===== src/rtl/mrb_pkg.sv =====
`timescale 1ns / 1ps
// ----------------------------------------------------------------------------
// mrb_pkg: shared types and constants
// Sizes, register map and the structs passed between the rotation buffer parts.
// ----------------------------------------------------------------------------
package mrb_pkg;

  localparam int MAX_DIM     = 64;
  localparam int ELEM_WIDTH  = 32;
  localparam int STORE_DEPTH = MAX_DIM * MAX_DIM;
  localparam int ADDR_W      = $clog2(STORE_DEPTH);
  localparam int DIM_W       = 7;                    // rows/cols register width
  localparam int POS_W       = $clog2(MAX_DIM);      // read_row / read_col
  localparam int CNT_W       = 13;                   // write_count
  localparam int TURN_W      = 2;
  localparam int PADDR_W     = 4;

  // register indexes (paddr[3:2])
  localparam logic [1:0] REG_ROWS  = 2'd0;
  localparam logic [1:0] REG_COLS  = 2'd1;
  localparam logic [1:0] REG_TURNS = 2'd2;

  localparam logic [TURN_W-1:0] TURN_QUARTER = 2'd1;
  localparam logic [TURN_W-1:0] TURN_HALF    = 2'd2;

  localparam logic MODE_WRITE = 1'b0;
  localparam logic MODE_READ  = 1'b1;

  localparam logic STATUS_OK      = 1'b0;
  localparam logic STATUS_NO_DATA = 1'b1;

  typedef struct packed {
    logic [DIM_W-1:0]  rows;
    logic [DIM_W-1:0]  cols;
    logic [TURN_W-1:0] quarter_turns;
  } cfg_t;

  // per-item command from the sequencer to the store and output stages
  typedef struct packed {
    logic              we;
    logic [ADDR_W-1:0] waddr;
    logic              re;       // read result produced this cycle
    logic              use_ram;  // result carries a stored element
    logic [ADDR_W-1:0] raddr;
    logic              status;
    logic              last;
  } req_t;

  // 0 acts as 1, anything above MAX_DIM acts as MAX_DIM
  function automatic logic [DIM_W-1:0] clamp_dim(input logic [DIM_W-1:0] d);
    logic [DIM_W-1:0] res;
    res = d;
    if (d == '0) res = DIM_W'(1);
    else if (d > DIM_W'(MAX_DIM)) res = DIM_W'(MAX_DIM);
    return res;
  endfunction

endpackage


===== src/rtl/mrb_cfg.sv =====
`timescale 1ns / 1ps
// ----------------------------------------------------------------------------
// mrb_cfg: configuration registers
// APB-style register file holding rows, cols and quarter_turns.
// ----------------------------------------------------------------------------
module mrb_cfg (
  input  logic                        clk,
  input  logic                        rst_n,
  input  logic                        psel,
  input  logic                        penable,
  input  logic                        pwrite,
  input  logic [mrb_pkg::PADDR_W-1:0] paddr,
  input  logic [31:0]                 pwdata,
  output logic [31:0]                 prdata,
  output logic                        pready,
  output mrb_pkg::cfg_t               cfg
);
  import mrb_pkg::*;

  cfg_t cfg_r, cfg_nxt;
  logic wr_en;

  assign pready = 1'b1;
  assign wr_en  = psel && penable && pwrite && pready;

  always_comb begin
    cfg_nxt = cfg_r;
    if (wr_en) begin
      case (paddr[3:2])
        REG_ROWS:  cfg_nxt.rows          = pwdata[DIM_W-1:0];
        REG_COLS:  cfg_nxt.cols          = pwdata[DIM_W-1:0];
        REG_TURNS: cfg_nxt.quarter_turns = pwdata[TURN_W-1:0];
        default:   cfg_nxt = cfg_r;
      endcase
    end
  end

  always_ff @(posedge clk) begin
    if (!rst_n) begin
      cfg_r.rows          <= DIM_W'(MAX_DIM);
      cfg_r.cols          <= DIM_W'(MAX_DIM);
      cfg_r.quarter_turns <= TURN_HALF;
    end else begin
      cfg_r <= cfg_nxt;
    end
  end

  always_comb begin
    case (paddr[3:2])
      REG_ROWS:  prdata = {{(32-DIM_W){1'b0}}, cfg_r.rows};
      REG_COLS:  prdata = {{(32-DIM_W){1'b0}}, cfg_r.cols};
      REG_TURNS: prdata = {{(32-TURN_W){1'b0}}, cfg_r.quarter_turns};
      default:   prdata = '0;
    endcase
  end

  assign cfg = cfg_r;

endmodule


===== config.mk =====
export PLATFORM = sky130hd
export DESIGN_NAME = mrb_cfg
export DESIGN_NICKNAME = d
export VERILOG_FILES = /design/src/rtl/mrb_pkg.sv /design/src/rtl/mrb_cfg.sv
export SDC_FILE = /design/constraint.sdc
export NUM_CORES = 1
export LEC_CHECK = 0
export BUFFER_PORTS_ARGS = -buffer_cell sky130_fd_sc_hd__buf_4
export CORE_ASPECT_RATIO = 0.75
export CORE_MARGIN = 10
export CORE_UTILIZATION = 40
export CTS_CLUSTER_DIAMETER = 100
export DETAILED_ROUTE_END_ITERATION = 16
export PLACE_DENSITY = 0.85
export RECOVER_POWER = 50
export SYNTH_ARGS = -nofsm -noshare
export SYNTH_HDL_FRONTEND = slang
export SYNTH_SLANG_ARGS = --single-unit

===== constraint.sdc =====
create_clock -name clk -period 1.3 [get_ports clk]
set_input_delay 0.13 -clock clk [delete_from_list [all_inputs] [get_ports clk]]
set_output_delay 0.13 -clock clk [all_outputs]
set_load 0.01 [all_outputs]

==> results.txt <==
----------------------------------------------------
[Yosys]
  Synth unique cells ... 19
  Average footprint of a synthesized cell ... 8.939 um^2
  Proportion of synthesized chip area in sequential cells ... 32.28%
  Cells after synthesis ... 111
  Number of warning messages in the yosys log ... 0
  Largest cells by area after synthesis ... sky130_fd_sc_hd__dfxtp_1, sky130_fd_sc_hd__mux2i_1, sky130_fd_sc_hd__buf_4
  Proportion of netlist area held by the largest area contributor ... 32.28%
  Synth area leader ... sky130_fd_sc_hd__dfxtp_1
  Post-synthesis instance area ... 992.2 um^2
  Register bit count reported by yosys ... 16

[CTS]
  Buffer type at the clock tree root ... sky130_fd_sc_hd__clkbuf_4
  Clock buffer count from CTS ... 3
  Worst-case clock buffer depth ... 2
  CTS H-Tree Depth ... 1
  Number of cells upsized or downsized after cts ... 0
  Post-CTS Hold Fix Bufs ... 0
  Sink Count ... 16
  Clock Latency Late Sink ... 0.29 ns
  Clock transition at the registers of the reported paths ... 0.10 ns
  CTS tree ... yes
  Number of buffers inserted by post-CTS setup repair ... 0

[Routing]
  Number of vias after detailed routing ... 748
  Mean routed wirelength per cell ... 13.81 um
  Highest routed layer ... met4
  Total DRC errors in the routed layout ... 0
  Total wire length ... 2472 um
  Number of nets with antenna violations after detailed routing ... 0
  Met2 layer wire length in the routed design ... 1162 um
  Routed length on met3 ... 299 um
  Detailed-router iteration count before antenna repair ... 3
  Per-cell via count in the routed design ... 4.179
  Iter 0 DRT Violations ... 10
  Met1 Routed Length ... 988 um

[Global routing]
  Wire length of the first global-routing pass ... 3939 um
  Sum of overflow across all layers after global routing ... 0
  Antenna violations before repair ... 0
  Maximum number of pins on one net before global-route repair ... 24
  Vias in the first global route ... 817
  GRT Overall Usage ... 9.622%

[Die]
  FP Rows ... 15
  Total die area ... 0.004893 mm^2
  Starting Density ... 42.63%
  Die W ... 77.51 um
  Core area ... 0.002327 mm^2
  Ports ... 90
  Die Ht ... 63.13 um

[Setup path]
  WP data arrival ... 1.04 ns
  Crit path capture type ... output pin
  Depth of the worst register-to-register path ... 2
  Largest fanout of any net on the critical path ... 3
  Critical path class ... register to output pin
  Endpoint required time on the critical path ... 1.17 ns
  Critical path startpoint category ... register

[Layout]
  Count of placed standard cells in the final layout, fillers left out ... 179
  Most frequent cells in the layout ... sky130_fd_sc_hd__buf_4, sky130_fd_sc_hd__conb_1, sky130_fd_sc_hd__mux2i_1
  Max reg flops ... 16
  Ant. Diodes ... 0
  Commonest non-fill, non-tap cell in the layout ... sky130_fd_sc_hd__buf_4
  Layout area overhead ... 17.78%
  Ratio of cells with drive above 1 in the final layout ... 26.90%
  Final net count ... 187

[Flow run]
  Number of max-cap violations ... 0

[Pwr]
  Maximum VDD drop ... 471.5 uV
  PD cells ... 842.1 mW/mm^2
  Pleak ... 0.6002 nW

[STA]
  Post-layout minimum cycle time ... 1.169 ns
  Ratio of final minimum period to clock period ... 89.90%
  Max-slew violation count ... 0
  Number of setup violations in the final report ... 0
  Worst hold slack ... 0.1158 ns
  Final count of hold timing violations ... 0
  Accumulated negative setup slack ... 0 ns
  Worst-case clock skew ... 0 ns
  Timing-limited maximum frequency ... 855.7 MHz
  Unrepaired setup endpoints after global routing ... no

[Placement]
  Number of I/O port buffers ... 36
  Post-placement cell count ... 175
  Gpl congestion ... 0.7034
  Placed wire-length estimate ... 2035 um

[Min path]
  Hold WC Path Type ... input pin to register
  Hold-critical path depth ... 3

[Status]
  Result of the run ... finished, final reports clean

----------------------------------------------------
-- logic make-up after synthesis --
group | count (synthesis) | synth area share, %
AND/OR/NAND/NOR | 35 | 17.53
buffers and inverters | 33 | 25.47
multiplexers | 22 | 22.19
flip-flops | 16 | 32.28
AO/OA/AOI/OAI | 3 | 1.766
other | 2 | 0.7569
-- critical path, stage by stage (launching register included) --
cell	delay (ns)
sky130_fd_sc_hd__dfxtp_1	0.38
sky130_fd_sc_hd__mux2i_1	0.09
sky130_fd_sc_hd__o21ai_1	0.14
sky130_fd_sc_hd__buf_4	0.14
-- path summary, 6_finish.rpt --
check        startpoint   endpoint  slack [ns]
max reg2reg      cfg[1]     cfg[1]        0.63
max              cfg[2]  prdata[0]        0.13
min reg2reg     cfg[14]    cfg[14]        0.48
min           pwdata[3]     cfg[5]        0.12
-- synthesized netlist by cell type --
library cell / number
sky130_fd_sc_hd__o211ai_1: 1
sky130_fd_sc_hd__conb_1: 2
sky130_fd_sc_hd__nand3_1: 1
sky130_fd_sc_hd__nor2_1: 5
sky130_fd_sc_hd__buf_4: 26
sky130_fd_sc_hd__o21ai_0: 2
sky130_fd_sc_hd__buf_6: 4
sky130_fd_sc_hd__nor3b_2: 1
sky130_fd_sc_hd__buf_2: 1
sky130_fd_sc_hd__clkbuf_1: 1
sky130_fd_sc_hd__nand3b_1: 1
sky130_fd_sc_hd__and2_2: 1
sky130_fd_sc_hd__nor2b_1: 3
sky130_fd_sc_hd__inv_1: 1
sky130_fd_sc_hd__nor2b_4: 1
sky130_fd_sc_hd__mux2i_1: 22
sky130_fd_sc_hd__and3_4: 1
sky130_fd_sc_hd__nand2_1: 21
sky130_fd_sc_hd__dfxtp_1: 16
-- power by group --
part / internal (mW) / leakage (nW) / switching, mW / total [mW]
registers: 0.497 / 0.129 / 0.00499 / 0.501
logic: 0.0587 / 0.450 / 0.0925 / 0.151
clock network: 0.171 / 0.0210 / 0.161 / 0.331
total: 0.726 / 0.600 / 0.258 / 0.984
-- metal layers --
metal | global-route usage, % | vias to the layer above
li1 | - | 372
met1 | 10.05 | 334
met2 | 16.25 | 39
met3 | 5.382 | 3
met4 | 2.727 | 0
met5 | 0 | -
-- cell type report --
cell class	instances	area [um^2]
multi-input cells	86	499.2
flip-flops and latches	16	320.3
inverters	1	3.754
fillers	237	1159
repair buffers	38	266.5
well taps	34	42.54
clock buffers	4	36.28
-- stage by stage --
step | power, mW | utilization (%) | instance area [um^2] | worst slack [ns]
2_1_floorplan | 0.6693 | - | 1082 | 0.4354
3_3_place_gp | 0.6615 | 49.89 | 1161 | 0.1752
3_5_place_dp | 0.6647 | 49.89 | 1161 | 0.1781
4_1_cts | 0.9971 | 51.45 | 1197 | 0.05983
5_1_grt | 1.037 | 50.22 | 1169 | 0.03797
6_report | 0.9841 | 50.22 | 1169 | 0.1313
(Power assumes the default switching activity.)
