==> src/rtl/mrb_pkg.sv <==
`timescale 1ns / 1ps
// ----------------------------------------------------------------------------
// mrb_pkg: shared types and constants
// Sizes, register map and the structs passed between the rotation buffer parts.
// ----------------------------------------------------------------------------
package mrb_pkg;

  localparam int MAX_DIM     = 64;
  localparam int ELEM_WIDTH  = 32;
  localparam int STORE_DEPTH = MAX_DIM * MAX_DIM;
  localparam int ADDR_W      = $clog2(STORE_DEPTH);
  localparam int DIM_W       = 7;                    // rows/cols register width
  localparam int POS_W       = $clog2(MAX_DIM);      // read_row / read_col
  localparam int CNT_W       = 13;                   // write_count
  localparam int TURN_W      = 2;
  localparam int PADDR_W     = 4;

  // register indexes (paddr[3:2])
  localparam logic [1:0] REG_ROWS  = 2'd0;
  localparam logic [1:0] REG_COLS  = 2'd1;
  localparam logic [1:0] REG_TURNS = 2'd2;

  localparam logic [TURN_W-1:0] TURN_QUARTER = 2'd1;
  localparam logic [TURN_W-1:0] TURN_HALF    = 2'd2;

  localparam logic MODE_WRITE = 1'b0;
  localparam logic MODE_READ  = 1'b1;

  localparam logic STATUS_OK      = 1'b0;
  localparam logic STATUS_NO_DATA = 1'b1;

  typedef struct packed {
    logic [DIM_W-1:0]  rows;
    logic [DIM_W-1:0]  cols;
    logic [TURN_W-1:0] quarter_turns;
  } cfg_t;

  // per-item command from the sequencer to the store and output stages
  typedef struct packed {
    logic              we;
    logic [ADDR_W-1:0] waddr;
    logic              re;       // read result produced this cycle
    logic              use_ram;  // result carries a stored element
    logic [ADDR_W-1:0] raddr;
    logic              status;
    logic              last;
  } req_t;

  // 0 acts as 1, anything above MAX_DIM acts as MAX_DIM
  function automatic logic [DIM_W-1:0] clamp_dim(input logic [DIM_W-1:0] d);
    logic [DIM_W-1:0] res;
    res = d;
    if (d == '0) res = DIM_W'(1);
    else if (d > DIM_W'(MAX_DIM)) res = DIM_W'(MAX_DIM);
    return res;
  endfunction

endpackage

==> src/rtl/mrb_seq.sv <==
`timescale 1ns / 1ps
// ----------------------------------------------------------------------------
// mrb_seq: frame sequencer
// Write counter, rotated read position and store address generation.
// ----------------------------------------------------------------------------
module mrb_seq (
  input  logic          clk,
  input  logic          rst_n,
  input  mrb_pkg::cfg_t cfg,
  input  logic          acc,
  input  logic          mode,
  output mrb_pkg::req_t req
);
  import mrb_pkg::*;

  logic [CNT_W-1:0] wcnt_r, wcnt_nxt;
  logic [POS_W-1:0] row_r, row_nxt;
  logic [POS_W-1:0] col_r, col_nxt;

  logic [DIM_W-1:0]   r, c, out_rows, out_cols;
  logic [DIM_W-1:0]   row_x, col_x, src_r, src_c;
  logic [2*DIM_W-1:0] size, addr_full;
  logic               quarter, full, stale, at_last_col, is_last;

  always_comb begin
    r        = clamp_dim(cfg.rows);
    c        = clamp_dim(cfg.cols);
    size     = r * c;
    quarter  = (cfg.quarter_turns == TURN_QUARTER);
    out_rows = quarter ? c : r;
    out_cols = quarter ? r : c;
    row_x    = DIM_W'(row_r);
    col_x    = DIM_W'(col_r);
    full     = ({{(2*DIM_W-CNT_W){1'b0}}, wcnt_r} >= size);
    stale    = (row_x >= out_rows) || (col_x >= out_cols);
    if (quarter) begin
      src_r = col_x;
      src_c = c - DIM_W'(1) - row_x;
    end else begin
      src_r = r - DIM_W'(1) - row_x;
      src_c = c - DIM_W'(1) - col_x;
    end
    addr_full   = src_r * c + {{DIM_W{1'b0}}, src_c};
    at_last_col = (col_x == out_cols - DIM_W'(1));
    is_last     = (row_x == out_rows - DIM_W'(1)) && at_last_col;
  end

  always_comb begin
    wcnt_nxt    = wcnt_r;
    row_nxt     = row_r;
    col_nxt     = col_r;
    req.we      = 1'b0;
    req.waddr   = wcnt_r[ADDR_W-1:0];
    req.re      = 1'b0;
    req.use_ram = 1'b0;
    req.raddr   = addr_full[ADDR_W-1:0];
    req.status  = STATUS_NO_DATA;
    req.last    = 1'b0;
    if (acc) begin
      if (mode == MODE_WRITE) begin
        if (!full) begin
          req.we   = 1'b1;
          wcnt_nxt = wcnt_r + CNT_W'(1);
        end
      end else begin
        req.re = 1'b1;
        if (full) begin
          if (stale) begin
            wcnt_nxt = '0;
            row_nxt  = '0;
            col_nxt  = '0;
          end else begin
            req.use_ram = 1'b1;
            req.status  = STATUS_OK;
            req.last    = is_last;
            if (is_last) begin
              wcnt_nxt = '0;
              row_nxt  = '0;
              col_nxt  = '0;
            end else if (at_last_col) begin
              col_nxt = '0;
              row_nxt = row_r + POS_W'(1);
            end else begin
              col_nxt = col_r + POS_W'(1);
            end
          end
        end
      end
    end
  end

  always_ff @(posedge clk) begin
    if (!rst_n) begin
      wcnt_r <= '0;
      row_r  <= '0;
      col_r  <= '0;
    end else begin
      wcnt_r <= wcnt_nxt;
      row_r  <= row_nxt;
      col_r  <= col_nxt;
    end
  end

endmodule

==> config.mk <==
export PLATFORM = sky130hd
export DESIGN_NAME = mrb_seq
export DESIGN_NICKNAME = d
export VERILOG_FILES = /design/src/rtl/mrb_pkg.sv /design/src/rtl/mrb_seq.sv
export SDC_FILE = /design/constraint.sdc
export NUM_CORES = 1
export LEC_CHECK = 0
export BUFFER_PORTS_ARGS = -buffer_cell sky130_fd_sc_hd__buf_2
export CAP_MARGIN = 20
export CORE_ASPECT_RATIO = 0.6
export CORE_MARGIN = 2
export CORE_UTILIZATION = 55
export CTS_CLUSTER_DIAMETER = 30
export DETAILED_ROUTE_END_ITERATION = 10
export PLACE_DENSITY = 0.74
export SYNTH_ARGS = -nofsm -noshare
export SYNTH_HDL_FRONTEND = slang
export SYNTH_SLANG_ARGS = --single-unit
==> constraint.sdc <==
create_clock -name clk -period 14.25 [get_ports clk]
set_input_delay 1.425 -clock clk [delete_from_list [all_inputs] [get_ports clk]]
set_output_delay 1.425 -clock clk [all_outputs]
set_load 0.03 [all_outputs]
==> out/results.ini, run 1 <==
[status]
status = completed

[clock_network]
path_clk_slew_ps = 60
cts.sinks = 25
postCtsSetupRepairBufs = 0
cts_buffers = 3
holdBufCountCts = 0
tritoncts = yes
insertion_delay_ps = 270
cts_resized = 0
h-tree-depth = 1
cts_root_buffer = clkbuf_16
cts_buffer_depth = 2

[sta]
holdWs_ps = 524
report.final.slew_viol_count = 0
final-setup-viol-count = 0
rsz0062_at_grt = no
setup-tns-final_ps = 0
tightest_slew_ps = 985
max_slew_margin_pct = 34.2
fmax_mhz = 100
final.min_clock_period_ps = 9960
fin_crit_sh_pct = 69.9
clock_skew_ps = 5.71
finalHoldViolations = 0

[synth]
ys.flop_type = dfxtp_1
yosysUniqueCellTypes = 63
postSynthAreaPerCell_um2 = 7.85
synth_warnings = 0
synth_area_mm2 = 0.00644
synthCells = 820
ys_seq_elements = 25
ys_seq_area_share_pct = 7.77
synth_enable_flop_cells = 0
synth_nets = 998
async_flop_share_pct = 0

[critical_path]
rr_worst_depth = 9
timing.rr.end = wcnt_r[11]
crit_type = input pin to output pin
cp.arrival_ps = 8530
cp-startpoint = cfg[8]
cp_top_family = adder cells
critPathMaxFanout = 22
end_kind = output pin
cp_slowest_cell = nor2b_1
regToRegStartpoint = wcnt_r[11]
critPathLaunchType = input pin
critPathMaxStageDelay_ps = 820
cp.depth = 25
ff2ff_setup_slack_ps = 11050
cp_num_buf_inv = 5
required_ps = 12820
crit_end = req[28]
cp_common_cell = fa_1

[placed_design]
dpl_cell_area_mm2 = 0.00670
numPortBuffers = 48
gp_congestion = 1.01
dpl.hpwl_um = 14200

[layout]
finalInstanceArea_mm2 = 0.00680
post-route-util_pct = 59.8
layout_common_cells = inv_1, ha_1, nor2_1
regArea_um2 = 500
nNetsFinal = 1017
drive_gt1_share_pct = 8.83
nFillCells = 1053
syn2layout_area_growth_pct = 5.56
multi_input_area_mm2 = 0.00532
antenna_cells = 0
final_common_cell = inv_1

[floorplan]
core_mm2 = 0.0114
start_util_pct = 56.6
die_area_mm2 = 0.0126
ios = 49
fp.dieW_um = 144
die_h_um = 87.8
row_count = 30

[power_and_ir_drop]
power_uw = 553
leakagePower_nw = 3.34
p_per_area_mw_per_mm2 = 81.3
peakVddDrop_v = 0.000103

[grt]
grt_pass1_vias = 5732
antenna_found_initial = 0
globalRouteOverflowTotal = 0
grt_pass1_wl_um = 28100
grt_max_degree = 29
grt_usage_pct = 28.1

[detailed_routing]
vias = 5916
drtIter0Drc = 569
drt-vias-per-instance = 5.93
wl_per_cell_um = 17.1
ant_nets = 0
drc = 0
wl_um = 17100
drtPass1Iterations = 8

[run]
drv_cap = 0

[hold_path]
holdCritStartpoint = wcnt_r[5]
hold_path_class = register to register

## Yosys cell counts (all sizes together), types with 3 or more instances
| cell type | number | area, um^2 |
|---|---|---|
| o21bai | 9 | 67.6 |
| or3 | 5 | 36.3 |
| a21o | 11 | 82.6 |
| and3 | 12 | 75.1 |
| o211ai | 5 | 37.5 |
| o21ai | 34 | 181 |
| xnor2 | 32 | 280 |
| a211o | 4 | 35.0 |
| a22oi | 3 | 22.5 |
| ha | 102 | 1280 |
| nor2 | 95 | 357 |
| a21oi | 52 | 264 |
| buf | 23 | 143 |
| nand2 | 52 | 198 |
| o31ai | 5 | 37.5 |
| o311ai | 3 | 26.3 |
| a211oi | 3 | 22.5 |
| and4 | 4 | 35.0 |
| o21a | 4 | 30.0 |
| nand2b | 23 | 144 |
| mux2i | 20 | 220 |
| and2 | 8 | 50.1 |
| or2 | 5 | 31.3 |
| dfxtp | 25 | 500 |
| nor3b | 3 | 27.5 |
| fa | 56 | 1120 |
| inv | 114 | 428 |
| nand4 | 5 | 31.3 |
| nor2b | 12 | 75.1 |
| clkbuf | 14 | 52.6 |
| nand3 | 16 | 80.1 |
| nor4 | 4 | 25.0 |
| nor3 | 13 | 65.1 |
| a31oi | 10 | 62.6 |
| xor2 | 14 | 123 |
## cell families after synthesis
kind of cell | after synthesis | share of synthesized area [%]
AOI/OAI and AO/OA | 159 | 16.0
xor gates and xnor gates | 46 | 6.26
adders and majority gates | 158 | 37.2
buffers and inverters | 151 | 9.68
DFF | 25 | 7.77
muxes | 21 | 3.59
and+or+nand+nor | 260 | 19.5
## metrics by stage
| step | instances | setup WS (ps) |
|---|---|---|
| after global routing | 998 | 3780 |
| after global placement | 993 | 4810 |
| after CTS | 997 | 4560 |
| final | 998 | 4290 |
| after detailed placement | 993 | 4590 |
| after floorplan | 820 | 5220 |
## worst min-delay path by stage
stage	endpoint	slack, ps	depth (start not counted)
4_1_cts	wcnt_r[3]	520	1
2_1_floorplan	wcnt_r[11]	470	1
5_1_grt	wcnt_r[8]	560	1
3_5_place_dp	wcnt_r[3]	510	1
6_report	wcnt_r[5]	520	1
3_3_place_gp	wcnt_r[11]	490	1
## where the power goes
part           switching [mW]  internal, mW  total [mW]
clock                  0.0272        0.0379      0.0651
sequential           0.000426        0.0702      0.0706
combinational           0.266         0.151       0.417
total                   0.294         0.259       0.553
## layer usage
layer	vias to the layer above	global-route usage [%]	routed length [um]
met5	-	1.50	0
met4	0	4.10	132
met3	18	9.40	2070
met2	304	42.9	7160
met1	2800	39.7	7740
li1	2794	-	-
## sequential cells by signal, summed over array words and instances, names as in the netlist
signal / count
col_r: 6
wcnt_r: 13
row_r: 6
## layout make-up
| class | instances | share of cell area, % |
|---|---|---|
| multi-input combinational | 644 | 78.2 |
| tap | 160 | 2.94 |
| clock buffer | 3 | 1.10 |
| timing repair buffer | 51 | 3.98 |
| clock inverter | 1 | 0.0736 |
| inverter | 114 | 6.29 |
| sequential | 25 | 7.36 |
(Power assumes the default switching activity.)
==> inputs of run 2 (changes only) <==
- clock period: 14.25 -> 9.52 ns (I/O delays scaled with it)
==> out/results.ini, run 2 (synthesis results as in run 1) <==
[detailed_routing]
vias = 5942  ; was 5916
wl_um = 17900  ; was 17100 um
drtPass1Iterations = 7  ; was 8
wl_per_cell_um = 17.8  ; was 17.1 um
drtIter0Drc = 664  ; was 569
drc = 0  ; unchanged
ant_nets = 0  ; unchanged
drt-vias-per-instance = 5.92  ; was 5.93

[floorplan]
start_util_pct = 56.6  ; unchanged
fp.dieW_um = 144  ; unchanged
ios = 49  ; unchanged
die_h_um = 87.8  ; unchanged
core_mm2 = 0.0114  ; unchanged
die_area_mm2 = 0.0126  ; unchanged
row_count = 30  ; unchanged

[sta]
fmax_mhz = 112
fin_ws_ps = 628  ; was 4290 ps
final-setup-viol-count = 0  ; unchanged
rsz0062_at_grt = no  ; unchanged
final.min_clock_period_ps = 8890
report.final.slew_viol_count = 0  ; unchanged
max_slew_margin_pct = 47.7  ; was 34.2%
fin_crit_sh_pct = 93.4
clock_skew_ps = 2.80  ; was 5.71 ps
tightest_slew_ps = 762  ; was 985 ps
finalHoldViolations = 0  ; unchanged
setup-tns-final_ps = 0  ; unchanged

[power_and_ir_drop]
p_sw_share_pct = 53.4  ; was 53.1%
pwr-share-seq_pct = 12.6  ; was 12.8%
p_per_area_mw_per_mm2 = 122  ; was 81.3 mW/mm^2
pwr-share-comb_pct = 75.7  ; was 75.4%
peakVddDrop_v = 0.000144  ; was 0.000103 V
p_switching_uw = 447  ; was 294 uW
clkPwrFrac_pct = 11.6  ; was 11.8%
p_int_uw = 389  ; was 259 uW
leakagePower_nw = 3.36  ; was 3.34 nW

[critical_path]
critPathMaxFanout = 22  ; unchanged
crit_end = req[14]  ; was req[28]
regToRegStartpoint = wcnt_r[11]  ; unchanged
cp.arrival_ps = 7940  ; was 8530 ps
rr_worst_depth = 9  ; unchanged
ff2ff_setup_slack_ps = 6440  ; was 11050 ps
cp_common_cell = inv_1  ; was fa_1
crit_type = input pin to output pin  ; unchanged
required_ps = 8570  ; was 12820 ps
end_kind = output pin  ; unchanged
timing.rr.end = wcnt_r[11]  ; unchanged
critPathLaunchType = input pin  ; unchanged
cp_slowest_cell = nor3_1  ; was nor2b_1
critPathMaxStageDelay_ps = 560  ; was 820 ps
cp-startpoint = cfg[8]  ; unchanged

[clock_network]
postCtsSetupRepairBufs = 0  ; unchanged
holdBufCountCts = 0  ; unchanged
cts_resized = 0  ; unchanged
h-tree-depth = 1  ; unchanged
cts.sinks = 25  ; unchanged
cts_buffers = 3  ; unchanged
cts_root_buffer = clkbuf_16  ; unchanged
path_clk_slew_ps = 70  ; was 60 ps
cts_buffer_depth = 2  ; unchanged
insertion_delay_ps = 270  ; about the same
tritoncts = yes  ; unchanged

[hold_path]
hold_path_class = register to register  ; unchanged
holdCritStartpoint = wcnt_r[6]  ; was wcnt_r[5]

[layout]
largest_reg_flops = 13  ; unchanged
drive_gt1_share_pct = 9.48  ; was 8.83%
final_common_cell = inv_1  ; unchanged
antenna_cells = 0  ; unchanged
nNetsFinal = 1023  ; was 1017
regMostFlops = wcnt_r  ; unchanged
syn2layout_area_growth_pct = 6.14  ; was 5.56%
layout_common_cells = inv_1, ha_1, nor2_1  ; unchanged
reg_top3 = wcnt_r (13), col_r (6), row_r (6)  ; unchanged

[placed_design]
numPortBuffers = 48  ; unchanged
gp_congestion = 0.986  ; was 1.01
dpl.hpwl_um = 14900  ; was 14200 um
dpl_worst_slack_ps = 762  ; was 4590 ps

[grt]
grt_pass1_wl_um = 29100  ; was 28100 um
globalRouteOverflowTotal = 0  ; unchanged
grt_pass1_vias = 5570  ; was 5732
antenna_found_initial = 0  ; unchanged
grt_max_degree = 26  ; was 29
grt_usage_pct = 29.5  ; was 28.1%

[run]
drv_cap = 0  ; unchanged

[status]
status = completed  ; unchanged

[run 2: changes by cell type in the layout (fill, tap and decap cells not counted)]
cell / delta
buf_8: -1
buf_4: +7
[run 2: worst min-delay path by stage]
stage	slack [ps]	end	depth (start not counted)
6_report	520	wcnt_r[6]	1
2_1_floorplan	470	wcnt_r[11]	1
5_1_grt	540	wcnt_r[8]	1
4_1_cts	520	wcnt_r[8]	1
3_3_place_gp	490	wcnt_r[11]	1
3_5_place_dp	500	wcnt_r[8]	1
[run 2: area by class of cell]
| type | count | area [um^2] |
|---|---|---|
| Inverter | 114 | 428 |
| Timing Repair Buffer | 57 | 308 |
| Clock buffer | 3 | 75.1 |
| Sequential cell | 25 | 500 |
| Multi-Input combinational cell | 644 | 5320 |
| Clock inverter | 1 | 5.00 |
| Fill cell | 1028 | 4540 |
| Tap cell | 160 | 200 |
[run 2: critical path, delay by kind of cell]
family                     cells  cell delay (ps)
adders and majority gates      6             2580
and+or+nand+nor                8             2250
AOI/OAI and AO/OA              7              940
buffers and inverters          8             1180
[run 2: metrics by stage]
| stage | util, % | cells | hold WS [ps] | power [mW] | instance area, um^2 |
|---|---|---|---|---|---|
| floorplan | - | 820 | 468 | 0.584 | 6440 |
| global placement | 59.4 | 1000 | 491 | 0.718 | 6760 |
| detailed placement | 59.4 | 1000 | 504 | 0.735 | 6760 |
| CTS | 60.1 | 1004 | 520 | 0.838 | 6840 |
| global route | 60.1 | 1004 | 541 | 0.911 | 6840 |
| finish | 60.1 | 1004 | 524 | 0.836 | 6840 |
[run 2: routing by layer]
layer / vias up / global-route usage (%) / part of all wire [%]
li1: 2804 / - / -
met1: 2836 / 45.7 / 47
met2: 286 / 42.5 / 40
met3: 16 / 7.93 / 12
met4: 0 / 2.14 / 0.71
met5: - / 0 / 0
[run 2: power by group through the flow]
stage	clock network [mW]	registers (mW)	logic, mW
after global placement	0	0.108	0.610
after floorplan	0	0.108	0.477
after CTS	0.101	0.106	0.632
after global routing	0.103	0.106	0.702
final	0.0972	0.106	0.633
after detailed placement	0	0.108	0.627
